--- config.mk ---
export PLATFORM = sky130hd
export DESIGN_NAME = lbna_div
export DESIGN_NICKNAME = d
export VERILOG_FILES = /design/src/hw/rtl/lbna_div.sv
export SDC_FILE = /design/constraint.sdc
export NUM_CORES = 2
export LEC_CHECK = 0
export ABC_AREA = 1
export BUFFER_PORTS_ARGS = -buffer_cell sky130_fd_sc_hd__clkbuf_2
export CORE_ASPECT_RATIO = 1.1
export CORE_MARGIN = 5
export CORE_UTILIZATION = 55
export DETAILED_ROUTE_END_ITERATION = 7
export MAX_ROUTING_LAYER = met4
export PLACE_DENSITY = 0.83
export SLEW_MARGIN = 20
export SYNTH_ARGS = -nofsm -noshare
export SYNTH_HDL_FRONTEND = slang
export SYNTH_SLANG_ARGS = --single-unit
--- constraint.sdc ---
create_clock -name clk -period 4.84 [get_ports clk]
set_input_delay 1.21 -clock clk [delete_from_list [all_inputs] [get_ports clk]]
set_output_delay 1.21 -clock clk [all_outputs]
set_load 0.01 [all_outputs]
--- src/hw/rtl/lbna_div.sv ---
// ----------------------------------------------------------------------------
// lbna_div
// Scale one axis: round(limit * n / norm) half away from zero, saturated.
// ----------------------------------------------------------------------------
`default_nettype none

module lbna_div (
	input  wire logic               clk,
	input  wire logic               arst_n,
	input  wire logic               start,
	input  wire logic signed [31:0] num_in,
	input  wire logic [14:0]        limit,
	input  wire logic [31:0]        norm,
	output logic                    done,
	output logic signed [15:0]      value
);

	typedef enum logic [3:0] {
		D_IDLE = 4'b0001,
		D_ADD  = 4'b0010,
		D_CHK  = 4'b0100,
		D_ITER = 4'b1000
	} div_state_t;

	div_state_t  st_q;
	logic        done_q;
	logic [3:0]  cnt_q;
	logic        neg_q;
	logic [45:0] prod_q;
	logic [47:0] rem_q, dsor_q;
	logic [16:0] q_q;

	logic [31:0] num_mag;
	logic [47:0] top_dsor;
	logic [16:0] qc;

	assign num_mag  = num_in[31] ? 32'(-num_in) : 32'(num_in);
	assign top_dsor = 48'(norm) << 16;

	always_ff @(posedge clk or negedge arst_n) begin
		if (!arst_n) begin
			st_q   <= D_IDLE;
			done_q <= 1'b0;
			cnt_q  <= '0;
		end else begin
			done_q <= 1'b0;
			case (st_q)
				D_IDLE: if (start) st_q <= D_ADD;
				D_ADD:  st_q <= D_CHK;
				D_CHK: begin
					if (rem_q >= top_dsor) begin
						st_q   <= D_IDLE;
						done_q <= 1'b1;
					end else begin
						st_q  <= D_ITER;
						cnt_q <= 4'd15;
					end
				end
				D_ITER: begin
					cnt_q <= cnt_q - 4'd1;
					if (cnt_q == 4'd0) begin
						st_q   <= D_IDLE;
						done_q <= 1'b1;
					end
				end
				default: st_q <= D_IDLE;
			endcase
		end
	end

	always_ff @(posedge clk) begin
		case (st_q)
			D_IDLE: if (start) begin
				prod_q <= num_mag[30:0] * limit;
				neg_q  <= num_in[31];
			end
			D_ADD: rem_q <= 48'(prod_q) + 48'(norm >> 1);
			D_CHK: begin
				// quotient of 2^16 or more saturates anyway
				q_q    <= (rem_q >= top_dsor) ? 17'h10000 : 17'd0;
				dsor_q <= 48'(norm) << 15;
			end
			D_ITER: begin
				if (rem_q >= dsor_q) begin
					rem_q <= rem_q - dsor_q;
					q_q   <= {q_q[15:0], 1'b1};
				end else begin
					q_q <= {q_q[15:0], 1'b0};
				end
				dsor_q <= dsor_q >> 1;
			end
			default: ;
		endcase
	end

	always_comb begin
		qc = (q_q > 17'd32768) ? 17'd32768 : q_q;
		if (neg_q)
			value = 16'(17'd0 - qc);
		else if (qc > 17'd32767)
			value = 16'sd32767;
		else
			value = 16'(qc);
	end

	assign done = done_q;

endmodule

`default_nettype wire

==> reports/summary.txt <==
DRC violations left -> 7
DRT antenna net count -> 0
multi-input logic area -> 24650 µm²
CP Launch Type -> input port
layout cells sized above 1 -> 0.2540
TritonCTS Buffers -> 17
Final setup viols -> 41
routed vias -> 34836
Primary FF master, synth -> edfxtp_1
commonest non-fill, non-tap cell in the layout -> nand2_1
initial antenna violation count -> 5
crit share post-route -> 1.674
Final Hold Vio Count -> 0
CP arrival -> 8.32 ns
clk_skew -> 0.01880 ns
net count after synthesis -> 5000
Num Clock Sinks -> 168
clock buffer depth -> 2
Wirelength per Cell -> 23.67 µm
largest net degree at the start of global routing -> 78
vias in the first global route -> 32730
Worst-path clk slew -> 0.07 ns
total gr overflow -> 0
Total Routing Usage GR -> 0.3795
hold crit path type -> flip-flop to flip-flop
area growth from synthesis to layout -> 31.14%
number of synthesized flops with an enable pin -> 159
Placement Rows -> 90
Yosys top cell area share -> 0.2474
worst setup margin -> -3.263 ns
CP Class -> input port to flip-flop
Setup TNS -> -110.78 ns
Max-Cap Viols -> 0
status -> finished, violations left
Root Buffer -> clkbuf_16
fin nets -> 5568
Synth async-reset ratio -> 0.05357
fill cell count -> 3799
Worst Setup Slack post-DPL -> -3.214 ns
reg-to-reg slack, setup -> 1.24 ns
drt first pass iters -> 8
max_slew headroom -> 0.3782
input/output buffers -> 98
DRT iter0 DRCs -> 4159
Synth Instances -> 4317
CTS tree -> done
failing checks -> design-rule violations, negative setup slack
cell area after synthesis -> 30510 µm²
FF+latch area -> 5001 µm²
Mean Syn Cell Area -> 7.067 µm²
post-synth top area cell -> fa_1
fmax -> 123.4 MHz
H-tree depth -> 4
most frequent cells in the layout -> nand2_1 (896), inv_1 (787), nor2_1 (445), buf_4 (391), fa_1 (358)
critical-path maximum fanout -> 4
die area -> 60280 µm²
register bit total from synthesis -> 168
Critical Path Max Stage Delay -> 0.93 ns
core area -> 54950 µm²
Worst EP required -> 5.06 ns
RD Place Congestion -> 1.101
min Tclk post-route -> 8.103 ns
Worst-Margin Slew -> 0.9327 ns
WL final -> 133.5 mm
Die Ht -> 257.0 µm
final core occ -> 0.7280
RSZ-0062 raised after global routing -> yes
Netlist cell types -> 49
Initial Util -> 0.5551
Slew Limit Fails -> 0
I/O Pins -> 99
worst skew pair latency -> 0.47 ns
Area contributors post-synth -> fa_1 (25%), edfxtp_1 (16%), nand2_1 (12%), inv_1 (11%), ha_1 (9.2%)
die width -> 234.6 µm
post-synthesis sequential area ratio -> 0.1639
global-route wire length before repair -> 173.1 mm
DP Wirelength -> 89.49 mm
CP Capture Type -> flip-flop
synth warn -> 0
Vias per Instance -> 6.177
slowest CP cell -> fa_1
[synth_stat cells, types with 2 or more instances]
cell type  count
nand2_1     1005
inv_1        909
nor2_1       560
fa_1         377
a21oi_1      240
nand3_1      234
ha_1         224
o21ai_0      217
edfxtp_1     159
clkbuf_1      68
nand4_1       57
nor3_1        54
xor2_1        52
nor4_1        17
xnor2_1       13
clkinv_1      12
o21bai_1      12
or2_2         12
nand3b_1      10
a21boi_0       8
dfrtp_1        8
nand2_2        8
o211ai_1       7
a31oi_1        6
a21o_1         5
inv_2          5
o31ai_1        4
and2_1         3
buf_1          3
nand3_2        3
o21a_1         3
o21ai_1        3
o22ai_1        2
o41ai_1        2
[metal layers]
metal	global-route usage	share of wire	up-vias
met5	-	0	-
met1	0.4127	0.31	15900
met4	0.2555	0.13	0
met3	0.06516	0.12	1413
li1	-	-	14603
met2	0.6337	0.44	2920
[sequential cells by signal (all words and copies together), names as in the netlist]
register  cells
prod_q       46
rem_q        48
neg_q         1
q_q          17
st_q          4
dsor_q       47
done          1
cnt_q         4
[what timing repair did]
item                                    CTS  global route
pin swaps                               260           205
endpoints found under the setup margin   41            41
setup buffers                            58            71
hold buffers                              0             0
resized for setup                       453           320
cloned                                    1             0
[layout make-up]
class / count / area share
sequential: 168 / 0.1250
tap: 736 / 0.02302
antenna: 6 / 0.0003753
clock buffer: 19 / 0.01082
timing repair buffer: 621 / 0.1318
clock inverter: 13 / 0.003628
multi-input combinational: 3151 / 0.6162
inverter: 926 / 0.08920
[metrics by stage]
stage / instances / hold slack, ns / area [µm²]
2_1_floorplan: 4317 / 0.5117 / 31150
6_report: 5640 / 0.5628 / 40010
4_1_cts: 5572 / 0.5594 / 38360
3_3_place_gp: 5488 / 0.5352 / 35710
5_1_grt: 5640 / 0.5825 / 40010
3_5_place_dp: 5488 / 0.5446 / 35710
[cell families (layout without fill, tap and decap cells)]
kind of cell | count (synthesis) | in the layout | synth area share
and+or+nand+nor | 1971 | 1971 | 0.2656
buffers and inverters | 999 | 1579 | 0.1232
adders and majority gates | 601 | 601 | 0.3393
AOI/OAI and AO/OA | 511 | 512 | 0.08810
DFF | 168 | 168 | 0.1639
xor gates and xnor gates | 66 | 66 | 0.01956
muxes | 1 | 1 | 0.0003281
other | 0 | 6 | 0
[path summary, 6_finish.rpt]
check,from,end,cells past startpoint
worst max-delay path,num_in[9],prod_q[38]$_DFFE_PP_,32
worst min-delay path,dsor_q[40]$_DFFE_PP_,dsor_q[39]$_DFFE_PP_,2
worst max register to register,rem_q[0]$_DFFE_PP_,rem_q[31]$_DFFE_PP_,14
worst min register to register,dsor_q[40]$_DFFE_PP_,dsor_q[39]$_DFFE_PP_,2
max in group asynchronous,arst_n,st_q[0]$_DFFE_PN1P_,1
min in group asynchronous,arst_n,cnt_q[2]$_DFFE_PN0P_,1
[critical path: cells and delay by family]
kind	cells	cell delay (ns)
buffers and inverters	10	1.15
adders and majority gates	7	3.92
xor gates and xnor gates	2	0.25
AOI/OAI and AO/OA	1	0.10
and+or+nand+nor	12	1.66
Power is left out: the tool's default activity adds up to more than one toggle a clock period on the data nets, which glitch-free logic cannot reach.
