## src/hw/rtl/lbna_isqrt.sv

```systemverilog
// ----------------------------------------------------------------------------
// lbna_isqrt
// Integer square root, digit by digit, two radicand bits a cycle.
// ----------------------------------------------------------------------------
`default_nettype none

module lbna_isqrt (
	input  wire logic        clk,
	input  wire logic        arst_n,
	input  wire logic        start,
	input  wire logic [63:0] radicand,
	output logic             done,
	output logic [31:0]      root
);

	logic        busy_q;
	logic        done_q;
	logic [4:0]  k_q;
	logic [63:0] v_q, r_q;

	logic [63:0] bitv, trial;

	assign bitv  = 64'd1 << {k_q, 1'b0};
	assign trial = r_q + bitv;

	always_ff @(posedge clk or negedge arst_n) begin
		if (!arst_n) begin
			busy_q <= 1'b0;
			done_q <= 1'b0;
			k_q    <= '0;
		end else begin
			done_q <= 1'b0;
			if (start) begin
				busy_q <= 1'b1;
				k_q    <= 5'd31;
			end else if (busy_q) begin
				k_q <= k_q - 5'd1;
				if (k_q == 5'd0) begin
					busy_q <= 1'b0;
					done_q <= 1'b1;
				end
			end
		end
	end

	always_ff @(posedge clk) begin
		if (start) begin
			v_q <= radicand;
			r_q <= '0;
		end else if (busy_q) begin
			if (v_q >= trial) begin
				v_q <= v_q - trial;
				r_q <= (r_q >> 1) + bitv;
			end else begin
				r_q <= r_q >> 1;
			end
		end
	end

	assign done = done_q;
	assign root = r_q[31:0];

endmodule

`default_nettype wire

```

## config.mk

```make
export PLATFORM = sky130hd
export DESIGN_NAME = lbna_isqrt
export DESIGN_NICKNAME = d
export VERILOG_FILES = /design/src/hw/rtl/lbna_isqrt.sv
export SDC_FILE = /design/constraint.sdc
export NUM_CORES = 1
export LEC_CHECK = 0
export CAP_MARGIN = 30
export CORE_ASPECT_RATIO = 0.6
export CORE_UTILIZATION = 40
export CTS_BUF_LIST = sky130_fd_sc_hd__clkbuf_4
export CTS_CLUSTER_SIZE = 10
export DETAILED_ROUTE_END_ITERATION = 8
export DONT_BUFFER_PORTS = 1
export SYNTH_ARGS = -nofsm -noshare
export SYNTH_HDL_FRONTEND = slang
export SYNTH_SLANG_ARGS = --single-unit
```

## constraint.sdc

```tcl
create_clock -name clk -period 12.2 [get_ports clk]
set_clock_uncertainty 0.15 [all_clocks]
set_input_delay 2.44 -clock clk [delete_from_list [all_inputs] [get_ports clk]]
set_output_delay 2.44 -clock clk [all_outputs]
set_load 0.01 [all_outputs]
```

==> metrics.cfg, run 1 <==
[pwr]
vdd_ir_drop_max_uv=158.7
report.power.total_uw=3430
p_leak_uw=0.005609
powerDensity_nw_per_um2=227.3

[synth]
yosys_register_bits=135
ys_seq_area_share_pct=22.93
synth-async-reset-ratio_pct=5.185
synth_cell_types=83
avgSynthCellArea_sq_um=7.603
synth_edf_count=64
syn_nets=2139
synthFlopType=edfxtp_1
synthesis.area_sq_um=14740
ys_warn_count=0
synth_cells=1938

[detailed_routing]
avgViaCountPerCell=6.245
wl_per_cell_um=21.44
wl_mm=49.83
final_antenna_net_count=0
vias=14510
drc=4
initialDrtViolationCount=1801
dr.pass1.iters=8

[timing]
slew_headroom_pct=45.07
max_freq_ghz=0.1289
holdWs_ns=0.3840
period_share_pct=63.61
worst_pin_slew_ns=0.8133
setup-tns-final_ns=0
final.min_clock_period_ns=7.760
slew_violations=0
setup_violations=0
hold_viol=0
rsz0062_at_grt=no

[flow_run]
max_cap_viol_count=0

[critical_path]
cp-start-kind=register
cp_data_required_time_ns=12.33
crit_type=register to register
r2r_cells=26
endpoint_kind=register
critPathMaxFanout=66
arrival_ns=7.89

[cts]
cts_tree=built
clock_latency_ns=0.64
cts-buffers-inserted=17
hold_buffers=0
clock-root-buffer=clkbuf_4
clock_sinks=135
cts_setup_buffers=0
path_clk_slew_ns=0.13
h-tree-depth=4
cts_resized=0
clk_path_buf_depth=2

[floorplan]
initial_core_util_pct=40.61
die_height_um=150.7
io_pins=100
die_w_um=249.8
fp.coreArea_sq_um=36280
row_count=54
dieArea_sq_um=37640

[global_routing]
grt.overflow.total=0
grt_usage_pct=26.38
grt_max_degree=190
grt_pass1_vias=12770
grt_pass1_wl_mm=76.27
antenna_found_initial=3

[hold_path]
min_path_type=register to register
whs_path_depth=2

[cells_and_area]
fillers=3644
nNetsFinal=2032
final_common_cell=nand2_1
area_growth_pct=2.428
fin_util_pct=41.60
stdcell_area_sq_um=15090
layout-drive-gt1-share_pct=4.393
most-common-layout-cells=nand2_1 (241), nor2_1 (187), o21ai_0 (163)

[place]
dpl_cell_area_sq_um=14760
gp_congestion=1.037
dpl.hpwl_mm=38.52
io_buffers=0

[status]
outcome=finished with violations
violations=DRC

## layer usage
metal  vias to the layer above  GRT usage, %  wire length, um
li1                       6890             -                -
met1                      6784         41.87            24990
met2                       790         32.40            17810
met3                        49         8.887             6447
met4                         0         5.216              572
met5                         -         1.429                0
## cells by family after synthesis
kind of cell	count (synthesis)	share of synthesized area [%]
muxes	14	0.9765
DFF	135	22.93
AOI/OAI and AO/OA	639	28.19
and+or+nand+nor	656	20.43
buffers and inverters	190	5.918
xor gates and xnor gates	167	9.926
adders and majority gates	137	11.63
## worst paths after layout
check | slack [ns] | from | endpoint
worst max register to register | 4.44 | k_q[0]$_DFFE_PN0P_ | v_q[23]$_DFFE_PP_
max in group asynchronous | 10.49 | arst_n | busy_q$_DFF_PN0_
worst min-delay path | 0.38 | r_q[63]$_SDFFE_PP0P_ | r_q[63]$_SDFFE_PP0P_
worst max-delay path | 4.44 | k_q[0]$_DFFE_PN0P_ | v_q[23]$_DFFE_PP_
min in group asynchronous | 1.34 | arst_n | busy_q$_DFF_PN0_
worst min register to register | 0.38 | r_q[63]$_SDFFE_PP0P_ | r_q[63]$_SDFFE_PP0P_
## state kept, by name (all words and copies together) (netlist names)
register  cells
k_q           5
busy_q        1
done          1
r_q          64
v_q          64
## area by class of cell
type / count / area, sq um / area share [%]
timing repair buffer: 8 / 72.57 / 0.4808
sequential: 135 / 3382 / 22.41
clock inverter: 15 / 197.7 / 1.310
multi-input combinational: 1613 / 10500 / 69.55
tap: 476 / 595.6 / 3.946
inverter: 56 / 210.2 / 1.393
clock buffer: 17 / 127.6 / 0.8456
antenna: 4 / 10.01 / 0.06632
## metrics by stage
stage,setup WS [ns],cells
4_1_cts,4.475,2320
3_5_place_dp,4.530,2288
6_report,4.440,2324
5_1_grt,4.015,2323
2_1_floorplan,1.459,1938
3_3_place_gp,3.944,2287
## Yosys cell counts, types with 16 or more instances
library cell,n,share of area [%]
a211oi_1,50,2.5
a21o_1,40,2.0
a21oi_1,123,4.2
a311oi_1,17,1.0
a31oi_1,63,2.7
and2_1,19,0.81
and3_1,21,0.89
buf_2,18,0.61
buf_4,32,1.6
clkbuf_1,80,2.0
dfxtp_1,64,8.7
edfxtp_1,64,13
ha_1,133,11
inv_1,55,1.4
nand2_1,241,6.1
nand3_1,37,1.3
nand4_1,29,1.2
nor2_1,187,4.8
nor2b_1,16,0.68
nor3_1,33,1.1
o21a_1,17,0.87
o21ai_0,164,5.6
o21bai_1,40,2.0
xnor2_1,87,5.2
xor2_1,80,4.8
## critical path: stages, from the launching register on
cell	delay, ns
dfrtp_1	0.46
inv_1	0.11
ha_1	0.23
nand2b_1	0.17
nor2_1	0.11
ha_1	0.39
nand2_1	0.09
or4_1	0.55
or2_2	0.34
o21ai_0	0.33
a311oi_1	0.23
o21a_1	0.25
o21ai_0	0.19
nor2b_1	0.15
o21ai_0	0.10
xor2_1	0.19
ha_1	0.44
nand4_1	0.18
or2_1	0.28
nor4_1	0.25
nand2_1	0.08
or3_1	0.37
a311o_1	0.40
and2_2	0.21
buf_4	0.33
o21ai_4	0.32
buf_4	0.47
## where the power goes
group / total [uW] / switching (uW) / internal (uW)
combinational: 2230 / 1400 / 828
clock: 372 / 208 / 164
sequential: 829 / 143 / 686
total: 3430 / 1750 / 1680
Power figures use the tool's default switching activity.
==> run 2: changes to the inputs <==
--- a/config.mk
+++ b/config.mk
@@ -5,6 +5,7 @@
 export SDC_FILE = /design/constraint.sdc
 export NUM_CORES = 1
 export LEC_CHECK = 0
+export ABC_AREA = 1
 export CAP_MARGIN = 30
 export CORE_ASPECT_RATIO = 0.6
 export CORE_UTILIZATION = 40
==> constraint.sdc (replaced) <==
create_clock -name clk -period 7.8 [get_ports clk]
set_clock_uncertainty 0.15 [all_clocks]
set_input_delay 1.56 -clock clk [delete_from_list [all_inputs] [get_ports clk]]
set_output_delay 1.56 -clock clk [all_outputs]
set_load 0.01 [all_outputs]
==> run 2 against run 1 <==
Combinational power rose by 100%. Critical path type unchanged. Sequential share of layout area is 5.0 points lower. Register-to-register slack worse by 3.7 ns. Synthesized area grew 27%. The run now ends clean. Design area rose by 29%. Clock power is 66% higher. Largest power group unchanged. Critical path depth did not move. Maximum frequency grew 9.2%. Die area rose by 27%. Sequential power is 72% higher.
==> metrics.cfg, run 2 <==
[cells_and_area]
fin_util_pct=42.69
nNetsFinal=3414
antenna_cells=0
register_area_sq_um=3378
stdcell_area_sq_um=19420
final_common_cell=nand2_1
multi_input_area_sq_um=13200
fillers=5123
reg_top3=r_q x64, v_q x64, k_q x5
layout-drive-gt1-share_pct=3.968
most-common-layout-cells=nand2_1 (994), nor2_1 (448), inv_1 (412)
area_growth_pct=3.820

[floorplan]
die_height_um=169.5
fp.coreArea_sq_um=45490
dieArea_sq_um=47660
io_pins=100
die_w_um=281.2
initial_core_util_pct=41.12
row_count=60

[detailed_routing]
dr.pass1.iters=7
final_antenna_net_count=0
vias=22230
drc=0
avgViaCountPerCell=5.780
wl_mm=83.15
wl_per_cell_um=21.62
initialDrtViolationCount=3565

[place]
dpl_cell_area_sq_um=19090
gp_congestion=1.120
io_buffers=0
dpl.hpwl_mm=69.36

[timing]
worst_pin_slew_ns=1.023
final.min_clock_period_ns=7.106
rsz0062_at_grt=no
hold_viol=0
max_freq_ghz=0.1407
setup-tns-final_ns=0
slew_headroom_pct=31.10
period_share_pct=91.10
slew_violations=0
setup_violations=0

[cts]
clock_latency_ns=0.68
h-tree-depth=4
cts_resized=0
clock-root-buffer=clkbuf_4
clk_path_buf_depth=2
clock_sinks=135
path_clk_slew_ns=0.14
cts-buffers-inserted=17
cts_tree=built
hold_buffers=0
cts_setup_buffers=0

[critical_path]
critPathMaxFanout=31
endpoint_kind=register
cp-start-kind=register
cp_data_required_time_ns=7.99
arrival_ns=7.29
crit_type=register to register

[synth]
synth_edf_count=64
synth-async-reset-ratio_pct=5.185
synth_cells=3273
synth_top_area_share_pct=19.97
ys_warn_count=0
avgSynthCellArea_sq_um=5.715
synthTopCellsByArea=nand2_1 (20%), edfxtp_1 (10%), nor2_1 (9.0%)
synthesis.area_sq_um=18710
synth_top_area_cell=nand2_1
ys_seq_area_share_pct=18.06
syn_nets=3474
synth_cell_types=52
yosys_register_bits=135
yosys-top-cells-count=nand2_1 (995), nor2_1 (450), inv_1 (412)
synthFlopType=edfxtp_1
synth_most_common_cell=nand2_1

[global_routing]
antenna_found_initial=0
grt_pass1_vias=19100
grt_max_degree=118
grt_pass1_wl_mm=121.0
grt.overflow.total=0
grt_usage_pct=34.31

[pwr]
powerDensity_nw_per_um2=340.8
report.power.total_uw=6618
p_leak_uw=0.008032
vdd_ir_drop_max_uv=381.4

[status]
outcome=finished, final reports clean

[flow_run]
max_cap_viol_count=0

[hold_path]
min_path_type=register to register

-- run 2: final cells by class --
| cell class | count | share of cell area [%] |
|---|---|---|
| Multi-Input combinational cell | 2621 | 67.95 |
| Sequential cell | 135 | 17.40 |
| Inverter | 426 | 8.247 |
| Tap cell | 620 | 3.995 |
| Clock inverter | 12 | 0.9149 |
| Clock buffer | 20 | 0.7731 |
| Timing Repair Buffer | 12 | 0.7216 |
-- run 2: worst max-delay path: stages (launching register included) --
cell     delay (ns)
dfrtp_1        0.45
inv_1          0.16
ha_1           0.28
nand3_1        0.19
nor2_1         0.27
ha_1           0.25
nand2_1        0.11
o21ai_0        0.37
nand2_1        0.13
o21ai_0        0.82
a21oi_1        0.08
nand2_1        0.36
nand2_1        0.09
nand2_1        0.20
nand2_1        0.18
nand3_1        0.11
nand2_1        0.08
ha_1           0.42
nand4_1        0.25
nor2_2         0.22
nand2_2        0.13
nor2_4         0.22
nand4_4        0.24
nand3_4        0.18
nand2_1        0.10
nand2_2        0.45
buf_12         0.28
-- run 2: logic make-up (layout without fill, tap and decap cells) --
logic type	Yosys count	in the layout	synth area share (%)
DFF	135	135	18.06
AOI/OAI and AO/OA	541	541	16.00
and+or+nand+nor	1872	1872	41.95
adders and majority gates	134	134	9.003
buffers and inverters	517	470	11.53
xor gates and xnor gates	74	74	3.465
-- run 2: per-stage QoR --
step           hold WS, ns  cells  setup slack (ns)
2_1_floorplan       0.2992   3273             1.828
3_3_place_gp        0.3620   3813             1.313
3_5_place_dp        0.3738   3814             1.237
4_1_cts             0.3886   3846             1.164
5_1_grt             0.3697   3846            0.4097
6_report            0.3944   3846            0.6945
-- run 2: final timing paths --
check,from,to,slack (ns),cells past startpoint
min in group asynchronous,arst_n,k_q[2]$_DFFE_PN0P_,0.42,0
max reg2reg,k_q[1]$_DFFE_PN0P_,v_q[25]$_DFFE_PP_,0.69,26
min,r_q[0]$_SDFFE_PP0P_,r_q[0]$_SDFFE_PP0P_,0.39,2
min reg2reg,r_q[0]$_SDFFE_PP0P_,r_q[0]$_SDFFE_PP0P_,0.39,2
max,k_q[1]$_DFFE_PN0P_,v_q[25]$_DFFE_PP_,0.69,26
max in group asynchronous,arst_n,k_q[3]$_DFFE_PN0P_,7.00,0
-- run 2: power by group --
part	switching (uW)	leakage (uW)	total, uW	internal (uW)
Sequential	323	0.00126	1430	1110
Clock	351	0.000178	617	266
Combinational	3140	0.00659	4570	1430
Total	3810	0.00803	6620	2810
-- run 2: layer usage --
| metal | wire length [um] | vias up | track usage (%) |
|---|---|---|---|
| met1 | 40240 | 10220 | 55.21 |
| met3 | 14130 | 58 | 13.67 |
| met4 | 672 | 4 | 3.944 |
| li1 | - | 10510 | - |
| met2 | 27860 | 1448 | 40.83 |
| met5 | 245 | - | 3.692 |
